**src/hw/rtl/json_comment_stripper_macros.svh**
```systemverilog
// Assertion helpers, clocked on clk and disabled during reset.
`ifndef JSON_COMMENT_STRIPPER_MACROS_SVH
`define JSON_COMMENT_STRIPPER_MACROS_SVH

`ifndef SYNTHESIS
`define JCS_ASSERT_NOW(lbl, pre, post) \
	lbl: assert property (@(posedge clk) disable iff (!arst_n) (pre) |-> (post)) \
		else $error("assertion failed");
`define JCS_ASSERT_NEXT(lbl, pre, post) \
	lbl: assert property (@(posedge clk) disable iff (!arst_n) (pre) |=> (post)) \
		else $error("assertion failed");
`else
`define JCS_ASSERT_NOW(lbl, pre, post)
`define JCS_ASSERT_NEXT(lbl, pre, post)
`endif

`endif

```
**src/hw/rtl/jcs_pkg.sv**
```systemverilog
package jcs_pkg;

	localparam logic [7:0] CH_NL    = 8'h0a;
	localparam logic [7:0] CH_STAR  = 8'h2a;
	localparam logic [7:0] CH_SLASH = 8'h2f;
	localparam logic [7:0] CH_QUOTE = 8'h22;
	localparam logic [7:0] CH_BSL   = 8'h5c;

	typedef struct packed {
		logic [7:0] in_byte;
		logic       in_last;
	} in_word_t;

	typedef struct packed {
		logic [7:0] out_byte;
		logic       out_valid;
		logic       out_last;
	} out_word_t;

	// results of one scan step, up to two words
	typedef struct packed {
		logic [1:0] cnt;
		out_word_t  r0;
		out_word_t  r1;
	} scan_res_t;

endpackage

```
**src/hw/rtl/jcs_scan.sv**
```systemverilog
module jcs_scan (
	input  logic               clk,
	input  logic               arst_n,
	input  jcs_pkg::in_word_t  word,
	input  logic               advance,
	output jcs_pkg::scan_res_t res
);

	typedef enum logic [1:0] {
		MODE_CODE   = 2'd0,
		MODE_STRING = 2'd1,
		MODE_LINE   = 2'd2,
		MODE_BLOCK  = 2'd3
	} mode_t;

	mode_t mode_q, mode_d;
	logic  esc_q, esc_d;
	logic  slash_q, slash_d;
	logic  star_q, star_d;

	logic [7:0] b;
	logic       is_quote;
	logic       is_bsl;

	assign b        = word.in_byte;
	assign is_quote = (b == jcs_pkg::CH_QUOTE);
	assign is_bsl   = (b == jcs_pkg::CH_BSL);

	always_comb begin
		mode_d  = mode_q;
		esc_d   = esc_q;
		slash_d = slash_q;
		star_d  = star_q;
		res     = '0;
		unique case (mode_q)
			MODE_LINE: begin
				if (b == jcs_pkg::CH_NL) begin
					res.r0  = '{out_byte: b, out_valid: 1'b1, out_last: 1'b0};
					res.cnt = 2'd1;
					mode_d  = MODE_CODE;
				end
			end
			MODE_BLOCK: begin
				if (star_q && b == jcs_pkg::CH_SLASH) begin
					mode_d = MODE_CODE;
					star_d = 1'b0;
				end else begin
					star_d = (b == jcs_pkg::CH_STAR);
				end
			end
			MODE_STRING: begin
				if (is_quote && !esc_q)
					mode_d = MODE_CODE;
				esc_d   = is_bsl && !esc_q;
				res.r0  = '{out_byte: b, out_valid: 1'b1, out_last: 1'b0};
				res.cnt = 2'd1;
			end
			MODE_CODE: begin
				if (slash_q) begin
					slash_d = 1'b0;
					if (b == jcs_pkg::CH_SLASH) begin
						mode_d = MODE_LINE;
					end else if (b == jcs_pkg::CH_STAR) begin
						mode_d = MODE_BLOCK;
						star_d = 1'b0;
					end else begin
						// emitted slash clears the escape before b is seen
						res.r0  = '{out_byte: jcs_pkg::CH_SLASH, out_valid: 1'b1,
							out_last: 1'b0};
						res.r1  = '{out_byte: b, out_valid: 1'b1, out_last: 1'b0};
						res.cnt = 2'd2;
						if (is_quote)
							mode_d = MODE_STRING;
						esc_d = is_bsl;
					end
				end else if (b == jcs_pkg::CH_SLASH && !word.in_last) begin
					slash_d = 1'b1;
				end else begin
					if (is_quote && !esc_q)
						mode_d = MODE_STRING;
					esc_d   = is_bsl && !esc_q;
					res.r0  = '{out_byte: b, out_valid: 1'b1, out_last: 1'b0};
					res.cnt = 2'd1;
				end
			end
			default: begin
				mode_d = MODE_CODE;
			end
		endcase

		if (word.in_last) begin
			case (res.cnt)
				2'd0: begin
					res.r0  = '{out_byte: 8'h00, out_valid: 1'b0, out_last: 1'b1};
					res.cnt = 2'd1;
				end
				2'd1:    res.r0.out_last = 1'b1;
				default: res.r1.out_last = 1'b1;
			endcase
			mode_d  = MODE_CODE;
			esc_d   = 1'b0;
			slash_d = 1'b0;
			star_d  = 1'b0;
		end
	end

	always_ff @(posedge clk or negedge arst_n) begin
		if (!arst_n) begin
			mode_q  <= MODE_CODE;
			esc_q   <= 1'b0;
			slash_q <= 1'b0;
			star_q  <= 1'b0;
		end else if (advance) begin
			mode_q  <= mode_d;
			esc_q   <= esc_d;
			slash_q <= slash_d;
			star_q  <= star_d;
		end
	end

endmodule

```
**src/hw/rtl/json_comment_stripper.sv**
```systemverilog
// JSONC comment stripper.
// src channel: one raw text byte per word (in_byte) with in_last on the
// final byte of a stream. snk channel: stripped text bytes (out_byte), with
// out_valid low only on the empty end marker and out_last on the final word.
// Both channels use valid/stall; a word moves when valid is high and stall low.
// Each source word yields zero, one or two sink words. A source word is
// registered, scanned combinationally and written to a two-entry result buffer,
// whose head entry is offered on the sink. One source word is taken per cycle
// while the result buffer has room, and results drain at one per cycle while
// snk_stall is low; a word giving two results (a held slash followed by a plain
// byte) needs both buffer entries. Words that give no result move on without
// using the sink.
// A sink stall fills the result buffer, then the input register, then raises
// src_stall. Reset empties both and returns the scanner to code mode.
`include "json_comment_stripper_macros.svh"

module json_comment_stripper (
	input  logic                clk,
	input  logic                arst_n,
	input  logic                src_valid,
	output logic                src_stall,
	input  jcs_pkg::in_word_t   src_word,
	output logic                snk_valid,
	input  logic                snk_stall,
	output jcs_pkg::out_word_t  snk_word
);

	logic               valid_s1;
	jcs_pkg::in_word_t  word_s1;
	jcs_pkg::scan_res_t res;
	logic               move;
	logic               take;
	logic [1:0]         cnt_q;
	logic [1:0]         cnt_rem;
	logic [2:0]         need;
	jcs_pkg::out_word_t ent0_q;
	jcs_pkg::out_word_t ent1_q;

	jcs_scan u_scan (
		.clk     (clk),
		.arst_n  (arst_n),
		.word    (word_s1),
		.advance (move),
		.res     (res)
	);

	assign snk_valid = (cnt_q != 2'd0);
	assign snk_word  = ent0_q;
	assign take      = snk_valid && !snk_stall;
	assign cnt_rem   = cnt_q - {1'b0, take};
	assign need      = {1'b0, cnt_rem} + {1'b0, res.cnt};
	assign move      = valid_s1 && (need <= 3'd2);
	assign src_stall = valid_s1 && !move;

	always_ff @(posedge clk or negedge arst_n) begin
		if (!arst_n) begin
			valid_s1 <= 1'b0;
		end else if (!src_stall) begin
			valid_s1 <= src_valid;
		end
	end

	always_ff @(posedge clk) begin
		if (!src_stall && src_valid)
			word_s1 <= src_word;
	end

	always_ff @(posedge clk or negedge arst_n) begin
		if (!arst_n) begin
			cnt_q <= 2'd0;
		end else if (move) begin
			cnt_q <= need[1:0];
		end else begin
			cnt_q <= cnt_rem;
		end
	end

	always_ff @(posedge clk) begin
		if (take && cnt_q == 2'd2)
			ent0_q <= ent1_q;
		if (move) begin
			if (cnt_rem == 2'd0) begin
				ent0_q <= res.r0;
				ent1_q <= res.r1;
			end else if (cnt_rem == 2'd1) begin
				ent1_q <= res.r0;
			end
		end
	end

	`JCS_ASSERT_NOW(a_cnt_range, 1'b1, cnt_q != 2'd3)
	`JCS_ASSERT_NOW(a_empty_is_last, snk_valid && !snk_word.out_valid, snk_word.out_last)
	`JCS_ASSERT_NEXT(a_snk_hold, snk_valid && snk_stall, snk_valid && $stable(snk_word))
	`JCS_ASSERT_NEXT(a_full_holds, cnt_q == 2'd2 && snk_stall, cnt_q == 2'd2)

endmodule

```
**config.mk**
```make
export PLATFORM = sky130hd
export DESIGN_NAME = json_comment_stripper
export DESIGN_NICKNAME = d
export VERILOG_FILES = /design/src/hw/rtl/jcs_pkg.sv /design/src/hw/rtl/jcs_scan.sv /design/src/hw/rtl/json_comment_stripper.sv
export VERILOG_INCLUDE_DIRS = /design/src /design/src/hw/rtl
export SDC_FILE = /design/constraint.sdc
export NUM_CORES = 1
export LEC_CHECK = 0
export BUFFER_PORTS_ARGS = -buffer_cell sky130_fd_sc_hd__buf_2
export CAP_MARGIN = 10
export CORE_MARGIN = 3
export CORE_UTILIZATION = 50
export CTS_CLUSTER_SIZE = 25
export DETAILED_ROUTE_END_ITERATION = 12
export PLACE_DENSITY = 0.7
export SLEW_MARGIN = 40
export SYNTH_ARGS = -nofsm -noshare
export SYNTH_HDL_FRONTEND = slang
export SYNTH_SLANG_ARGS = --single-unit
```
**constraint.sdc**
```tcl
create_clock -name clk -period 4.4 [get_ports clk]
set_input_delay 0.22 -clock clk [delete_from_list [all_inputs] [get_ports clk]]
set_output_delay 0.22 -clock clk [all_outputs]
set_load 0.05 [all_outputs]
```
==> flow_metrics.env, run 1 <==
export IMPL_status="finished, final reports clean"
export IMPL_syn_area_per_cell_sq_um=10.6
export IMPL_setup_tns_ns=0
export IMPL_path_buf_inv=0
export IMPL_worstMarginPinSlew_ns=0.606
export IMPL_synth_top_cell_area_share_pct=28.9
export IMPL_critPathMostFrequentCell="a21oi_1"
export IMPL_whs_ns=0.0988
export IMPL_ys_ff_latch=37
export IMPL_synthArstFlopShare_pct=21.6
export IMPL_critPathArrivalTime_ns=3.93
export IMPL_route_detailed_drc=0
export IMPL_dpl_hpwl_microns=2960
export IMPL_worst_path_max_delay_cell="edfxtp_1"
export IMPL_slowest_delay_ns=0.52
export IMPL_critPathCapture="u_scan.mode_q[0]$_DFFE_PN0P_"
export IMPL_gp_routability_congestion=0.880
export IMPL_cts_sinks=37
export IMPL_drt_pass1_iter_count=5
export IMPL_fin_nets=226
export IMPL_port_buffers=24
export IMPL_worstPathRequired_ns=4.64
export IMPL_hold_viol_final=0
export IMPL_reg2reg_from="word_s1[1]$_DFFE_PP_"
export IMPL_rrSetupSlack_ns=0.71
export IMPL_rsz0062_at_grt="false"
export IMPL_clk_pin_slew_ns=0.07
export IMPL_grt_max_degree=19
export IMPL_grt_usage_pct=18.8
export IMPL_dpl_cell_area_sq_um=2130
export IMPL_root_buffer="clkbuf_8"
export IMPL_endpoint_kind="flip-flop"
export IMPL_vias=1491
export IMPL_cp_start_kind="flip-flop"
export IMPL_grt_pass1_wl_microns=6430
export IMPL_clock_skew_ns=0.00393
export IMPL_setup_viol=0
export IMPL_maxSlewHeadroom_pct=58.5
export IMPL_max_freq_mhz=271
export IMPL_grt_pass1_vias=1432
export IMPL_synth_area_leader_cell="edfxtp_1"
export IMPL_drtIter0Drc=78
export IMPL_yosysSeqAreaShare_pct=49.2
export IMPL_maxCapViolations=0
export IMPL_design_area_sq_um=2260
export IMPL_rr_endpoint="u_scan.mode_q[0]$_DFFE_PN0P_"
export IMPL_synth_cell_types=55
export IMPL_postCtsSetupBuffers=0
export IMPL_diodes=0
export IMPL_htree_levels=2
export IMPL_synthesis_nets=202
export IMPL_viasPerCell=5.76
export IMPL_start_util_pct=52.7
export IMPL_antenna_found_initial=0
export IMPL_critPathKind="flip-flop to flip-flop"
export IMPL_cp_cell_sequence="or3b_4 > nor4_4 > a21oi_1 > nand2_1 > ha_1 > fa_1 > a21oi_1 > nand2_1 > or4_1 > a21oi_1 > a31o_2"
export IMPL_cp_max_fo=12
export IMPL_r2r_cells=11
export IMPL_worstSkewPairLatency_ns=0.29
export IMPL_wl_per_cell_microns=15.1
export IMPL_drive_above_1_share_pct=24.6
export IMPL_synthFlopType="edfxtp_1"
export IMPL_clock_path_buffers=2
export IMPL_io_pins=25
export IMPL_fp_coreArea_sq_um=3740
export IMPL_die_h_microns=68.8
export IMPL_area_growth_pct=14.4
export IMPL_cts_tree="done"
export IMPL_overflow=0
export IMPL_period_share_pct=84.0
export IMPL_synth_cells=186
export IMPL_crit_cells=11
export IMPL_cp_top_family="simple AND/OR/NAND/NOR gates"
export IMPL_ant_nets=0
export IMPL_numCtsBuffers=5
export IMPL_startpoint="word_s1[1]$_DFFE_PP_"
export IMPL_synth_area_sq_um=1970
export IMPL_yosys_warnings=0
export IMPL_min_path_type="input pin to flip-flop"
export IMPL_synth_top_cells_by_area="edfxtp_1, dfrtp_1, dfxtp_1, a21oi_1, mux2i_1"
export IMPL_synth_edff_count=19
export IMPL_cts_resized=0
export IMPL_drt_wl_total_microns=3910
export IMPL_die_x_microns=68.8
export IMPL_fin_crit_ns=3.69
export IMPL_slew_violations=0
export IMPL_rows=22
export IMPL_dieArea_sq_um=4740
## repair_timing
item	4_1_cts	5_1_grt
hold buffers	1	0
endpoints found under the hold margin	8	0
endpoints found under the setup margin	0	0
## cell type report
cell class | count | area [sq um]
timing repair buffer | 27 | 145
clock buffer | 6 | 82.6
tap | 48 | 60.1
fill | 325 | 1480
multi-input combinational | 128 | 922
inverter | 11 | 41.3
clock inverter | 2 | 37.5
sequential | 37 | 971
## kinds of logic (layout without fill, tap and decap cells)
kind of cell,after synthesis,in the layout,share of synthesized area (%)
simple gates,58,58,19.2
buf+inv,21,46,4.69
compound gates,52,52,17.1
fa+ha+maj,3,3,2.28
xor+xnor,3,3,1.33
mux,12,12,6.21
flops,37,37,49.2
## cell usage after synthesis (2+ instances only)
cell type  number
and3_1          2
dfxtp_1        10
nand2_1        12
clkbuf_1        4
a22oi_1         3
a21oi_1        22
o21ai_0         9
nor3_1          3
nor2_1          9
nand3_1         2
nand3_2         3
inv_1          10
dfrtp_1         8
mux2i_1        10
nand2b_1        2
edfxtp_1       19
buf_2           5
nor2b_1         6
o32ai_1         2
xnor2_1         2
a211oi_1        2
ha_1            2
and2_1          4
mux2_2          2
o31ai_1         3
## through the flow
step	setup WS, ns	utilization (%)	cells
2_1_floorplan	0.994	-	186
3_3_place_gp	0.904	56.7	250
3_5_place_dp	0.800	56.9	250
4_1_cts	0.765	60.4	259
5_1_grt	0.466	60.4	259
6_report	0.705	60.4	259
## state kept, by name, indices dropped and copies added, names as in the netlist
signal          cells
u_scan.mode_q       2
ent1_q             10
snk_word           10
word_s1             9
valid_s1            1
cnt_q               2
u_scan.esc_q        1
u_scan.star_q       1
u_scan.slash_q      1
## cells in the final DEF (no fill, tap or decap), types with 3 or more instances in the layout
| cell | netlist | routed |
|---|---|---|
| clkbuf_8 | 0 | 6 |
| inv_1 | 10 | 10 |
| and2_1 | 4 | 4 |
| nor2b_1 | 6 | 6 |
| dfxtp_1 | 10 | 10 |
| mux2i_1 | 10 | 10 |
| nand2_1 | 12 | 12 |
| o21ai_0 | 9 | 9 |
| nor3_1 | 3 | 3 |
| a22oi_1 | 3 | 3 |
| o31ai_1 | 3 | 3 |
| buf_2 | 5 | 24 |
| nor2_1 | 9 | 9 |
| edfxtp_1 | 19 | 19 |
| a21oi_1 | 22 | 22 |
| nand3_2 | 3 | 3 |
| dfrtp_1 | 8 | 8 |
## layer usage
metal	track usage (%)	vias up	wire (microns)
met2	30.7	42	1930
met1	22.5	710	1720
met4	8.52	0	63
li1	-	733	-
met5	0	-	0
met3	6.00	6	186
## worst min path at each step
stage	slack (ns)	from	endpoint	cells past startpoint
global placement	0.07	arst_n	valid_s1$_DFFE_PN0N_	1
floorplan	-0.08	arst_n	cnt_q[0]$_DFF_PN0_	0
global route	0.08	src_word[8]	word_s1[8]$_DFFE_PP_	1
detailed placement	0.07	arst_n	valid_s1$_DFFE_PN0N_	1
finish	0.1	src_word[1]	word_s1[1]$_DFFE_PP_	1
CTS	0.09	src_word[4]	word_s1[4]$_DFFE_PP_	1
Power of run 1 is not shown: default switching activity piles up to over one toggle a cycle in this logic, so the estimate is an artifact.
==> run 2, diff against run 1 <==
- PLACE_DENSITY: 0.7 -> 0.73
- clock period: 4.4 -> 2.97 ns (I/O delays scaled with it)
==> flow_metrics.env, run 2 (synthesis gave the netlist of run 1 again) <==
export IMPL_viasPerCell=5.63
export IMPL_htree_levels=2
export IMPL_final_common_cell="buf_4"
export IMPL_io_pins=25
export IMPL_rrSetupSlack_ns=-0.07
export IMPL_grt_pass1_wl_microns=7720
export IMPL_endpoint_kind="flip-flop"
export IMPL_grt_usage_pct=22.8
export IMPL_drt_pass1_iter_count=4
export IMPL_multi_input_area_sq_um=1080
export IMPL_layout_common_cells="buf_4, buf_2, edfxtp_1, a21oi_1"
export IMPL_grt_busiest_layer="met2"
export IMPL_start_util_pct=52.7
export IMPL_drtIter0Drc=100
export IMPL_clock_path_buffers=2
export IMPL_cp_max_fo=3
export IMPL_final_util_pct=72.5
export IMPL_gp_routability_congestion=0.920
export IMPL_worstMarginPinSlew_ns=0.488
export IMPL_setup_viol=14
export IMPL_root_buffer="clkbuf_8"
export IMPL_cts_sinks=37
export IMPL_status="finished with violations"
export IMPL_numCtsBuffers=5
export IMPL_dieArea_sq_um=4740
export IMPL_vias=1667
export IMPL_maxCapViolations=0
export IMPL_port_buffers=24
export IMPL_critPathArrivalTime_ns=3.29
export IMPL_use_met2_pct=38.6
export IMPL_route_detailed_drc=0
export IMPL_violations="setup timing"
export IMPL_antenna_found_initial=0
export IMPL_slew_violations=0
export IMPL_maxSlewHeadroom_pct=66.6
export IMPL_worstPathRequired_ns=3.21
export IMPL_dpl_hpwl_microns=3420
export IMPL_die_h_microns=68.8
export IMPL_fin_nets=263
export IMPL_hold_viol_final=0
export IMPL_cp_start_kind="flip-flop"
export IMPL_overflow=0
export IMPL_layout_setup_ws_ns=-0.0710
export IMPL_area_growth_pct=37.4
export IMPL_drt_wl_total_microns=4610
export IMPL_grt_pass1_vias=1669
export IMPL_worstSkewPairLatency_ns=0.30
export IMPL_max_freq_mhz=329
export IMPL_grt_max_degree=13
export IMPL_min_path_type="input pin to flip-flop"
export IMPL_fin_crit_ns=3.04
export IMPL_grt_util_met3_pct=6.32
export IMPL_n_fill_cell=272
export IMPL_clk_pin_slew_ns=0.08
export IMPL_cts_tree="done"
export IMPL_die_x_microns=68.8
export IMPL_rows=22
export IMPL_critPathKind="flip-flop to flip-flop"
export IMPL_wl_per_cell_microns=15.6
export IMPL_ant_nets=0
export IMPL_fp_coreArea_sq_um=3740
export IMPL_diodes=0
export IMPL_period_share_pct=102
export IMPL_dp_slack_ns=-0.0618
export IMPL_drive_above_1_share_pct=47.2
export IMPL_seq_area_sq_um=971
export IMPL_rsz0062_at_grt="true"
export IMPL_met1_usage_pct=26.4
export IMPL_clock_skew_ns=0.00709
[run 2: what timing repair did]
action | in CTS | in global routing
pin swaps | 9 | 5
hold buffers | 1 | 0
setup endpoints to repair | 13 | 36
resized for setup | 12 | 23
hold endpoints to repair | 8 | 0
buffers inserted | 4 | 2
[run 2: stage by stage]
stage / cells / instance area (sq um) / setup TNS, ns / hold WS, ns
after floorplan: 186 / 2020 / -0.340 / -0.147
after global placement: 281 / 2420 / 0 / -0.000389
after detailed placement: 281 / 2420 / -0.274 / 0.00695
after CTS: 294 / 2580 / -2.52 / 0.0234
after global routing: 296 / 2710 / -4.80 / 0.0192
final: 296 / 2710 / -0.600 / 0.0253
[run 2: worst max-delay path, stage by stage, from the launching register on]
cell	delay, ns
edfxtp_1	0.40
or4b_4	0.56
nor4_4	0.19
a21oi_2	0.09
nand2_1	0.08
ha_2	0.17
fa_1	0.43
a21oi_2	0.16
buf_4	0.14
nand2_4	0.04
or4_4	0.45
a21oi_2	0.12
a31o_2	0.16
[run 2: final timing paths]
kind / from / to / depth (start not counted)
setup / recovery: word_s1[7]$_DFFE_PP_ / u_scan.mode_q[0]$_DFFE_PN0P_ / 12
hold / removal: src_word[8] / word_s1[8]$_DFFE_PP_ / 1
setup reg to reg: word_s1[7]$_DFFE_PP_ / u_scan.mode_q[0]$_DFFE_PN0P_ / 12
hold reg to reg: snk_word[9]$_DFF_P_ / snk_word[9]$_DFF_P_ / 2
max in group asynchronous: arst_n / u_scan.slash_q$_DFFE_PN0P_ / 2
min in group asynchronous: arst_n / u_scan.star_q$_DFFE_PN0P_ / 2
[run 2: routing by layer]
layer  vias to the layer above  wire [microns]  part of all wire [%]
met5                         -               0                     0
met4                         0             144                   3.1
met3                        13             264                   5.7
met2                        62            2370                    51
met1                       783            1830                    40
li1                        809               -                     -
[run 2: final cells by class]
cell class              count  share of cell area [%]
clock buffers               5                    2.54
repair buffers             64                    17.3
well taps                  48                    2.21
inverters                  11                    1.52
flip-flops and latches     37                    35.8
clock inverters             3                   0.646
multi-input cells         128                    40.0
Power of run 2 is left out for the same reason.
==> run 3, diff against run 2 <==
- CORE_MARGIN: 3 -> not set
==> flow_metrics.env, run 3 (synthesis gave the netlist of run 1 again) <==
export IMPL_drt_wl_total_microns=4420
export IMPL_final_util_pct=70.1
export IMPL_wl_per_cell_microns=15.1
export IMPL_viasPerCell=5.77
export IMPL_startpoint="word_s1[5]$_DFFE_PP_"
export IMPL_grt_usage_pct=22.8
export IMPL_start_util_pct=53.1
export IMPL_worst_path_max_delay_cell="or4b_4"
export IMPL_max_freq_mhz=317
export IMPL_violations="setup timing"
export IMPL_root_buffer="clkbuf_8"
export IMPL_slew_violations=0
export IMPL_rows=22
export IMPL_rr_endpoint="u_scan.mode_q[0]$_DFFE_PN0P_"
export IMPL_drive_above_1_share_pct=42.9
export IMPL_gp_routability_congestion=0.903
export IMPL_endpoint_kind="output port"
export IMPL_critPathArrivalTime_ns=3.00
export IMPL_drtIter0Drc=120
export IMPL_layout_setup_ws_ns=-0.183
export IMPL_maxSlewHeadroom_pct=63.9
export IMPL_dieArea_sq_um=4200
export IMPL_grt_pass1_wl_microns=7340
export IMPL_fp_coreArea_sq_um=3720
export IMPL_rrSetupSlack_ns=-0.10
export IMPL_die_x_microns=64.8
export IMPL_cp_start_kind="flip-flop"
export IMPL_r2r_cells=11
export IMPL_layout_common_cells="buf_4, buf_2, a21oi_1, edfxtp_1, nand2_1"
export IMPL_rsz0062_at_grt="true"
export IMPL_maxCapViolations=0
export IMPL_period_share_pct=106
export IMPL_overflow=0
export IMPL_fin_nets=260
export IMPL_port_buffers=24
export IMPL_worstMarginPinSlew_ns=0.529
export IMPL_area_growth_pct=32.0
export IMPL_critPathKind="flip-flop to output port"
export IMPL_grt_max_degree=13
export IMPL_final_common_cell="buf_4"
export IMPL_vias=1691
export IMPL_clk_pin_slew_ns=0.07
export IMPL_htree_levels=2
export IMPL_cp_cell_sequence="or4b_4 > nor4_4 > a21oi_2 > nand2_1 > ha_2 > fa_1 > a21oi_2 > buf_4 > nand2b_4 > buf_4 > inv_1 > buf_6"
export IMPL_ant_nets=0
export IMPL_cts_sinks=37
export IMPL_numCtsBuffers=5
export IMPL_clock_skew_ns=0.00848
export IMPL_status="finished with violations"
export IMPL_cp_max_fo=3
export IMPL_grt_pass1_vias=1628
export IMPL_fin_crit_ns=3.15
export IMPL_reg2reg_from="word_s1[5]$_DFFE_PP_"
export IMPL_cts_tree="done"
export IMPL_whs_ns=0.0340
export IMPL_slowest_delay_ns=0.53
export IMPL_io_pins=25
export IMPL_setup_viol=20
export IMPL_worstPathRequired_ns=2.82
export IMPL_clock_path_buffers=2
export IMPL_drt_pass1_iter_count=4
export IMPL_antenna_found_initial=0
export IMPL_min_path_type="input pin to flip-flop"
export IMPL_die_h_microns=64.8
export IMPL_critPathCapture="src_stall"
export IMPL_dpl_hpwl_microns=3240
export IMPL_route_detailed_drc=0
export IMPL_worstSkewPairLatency_ns=0.29
export IMPL_diodes=0
export IMPL_hold_viol_final=0
-- run 3: cell types whose count changed in the layout (fill, tap and decap cells not counted), sizes merged --
cell,delta
buf,-4
and2,+1
-- run 3: metrics by stage --
step | setup WS (ns) | instances | TNS (ns) | cell area [sq um]
final | -0.183 | 293 | -1.06 | 2610
after global routing | -0.310 | 293 | -5.26 | 2610
after floorplan | -0.0382 | 186 | -0.340 | 2020
after global placement | -0.0487 | 278 | -0.200 | 2380
after detailed placement | -0.131 | 278 | -1.66 | 2380
after CTS | -0.170 | 290 | -0.926 | 2550
-- run 3: critical path, delay by kind of cell, from the launching register on --
kind | cells | cell delay [ns]
AND/OR/NAND/NOR | 4 | 0.90
adder cells (fa/ha/maj) | 2 | 0.63
flip-flops | 1 | 0.46
buffers and inverters | 4 | 0.43
AO/OA/AOI/OAI | 2 | 0.29
-- run 3: layout make-up --
cell class | count | area (sq um)
multi-input combinational | 129 | 1030
clock inverter | 3 | 17.5
clock buffer | 5 | 68.8
sequential | 37 | 971
tap | 48 | 60.1
fill | 290 | 1110
inverter | 11 | 41.3
timing repair buffer | 60 | 419
-- run 3: what timing repair did --
item | CTS | global route
pin swaps | 5 | 6
hold endpoints to repair | 8 | 0
buffers inserted | 3 | 3
hold buffers | 1 | 0
endpoints found under the setup margin | 32 | 36
gates resized for setup | 9 | 10
cloned | 0 | 1
-- run 3: how the worst min path moves through the flow --
| stage | cells past startpoint | from | endpoint | slack, ns |
|---|---|---|---|---|
| after floorplan | 0 | arst_n | cnt_q[0]$_DFF_PN0_ | -0.15 |
| after global placement | 1 | arst_n | u_scan.slash_q$_DFFE_PN0P_ | -0.001 |
| after detailed placement | 1 | arst_n | u_scan.slash_q$_DFFE_PN0P_ | 0.002 |
| after CTS | 1 | src_word[5] | word_s1[5]$_DFFE_PP_ | 0.03 |
| after global routing | 1 | src_word[1] | word_s1[1]$_DFFE_PP_ | 0.02 |
| final | 1 | src_word[8] | word_s1[8]$_DFFE_PP_ | 0.03 |
-- run 3: metal layers --
metal,vias up,wire length (microns),global-route usage (%)
li1,801,-,-
met1,823,1940,27.6
met2,60,2200,38.8
met3,7,201,5.81
met4,0,77,8.06
met5,-,0,0
Power of run 3 is left out for the same reason.
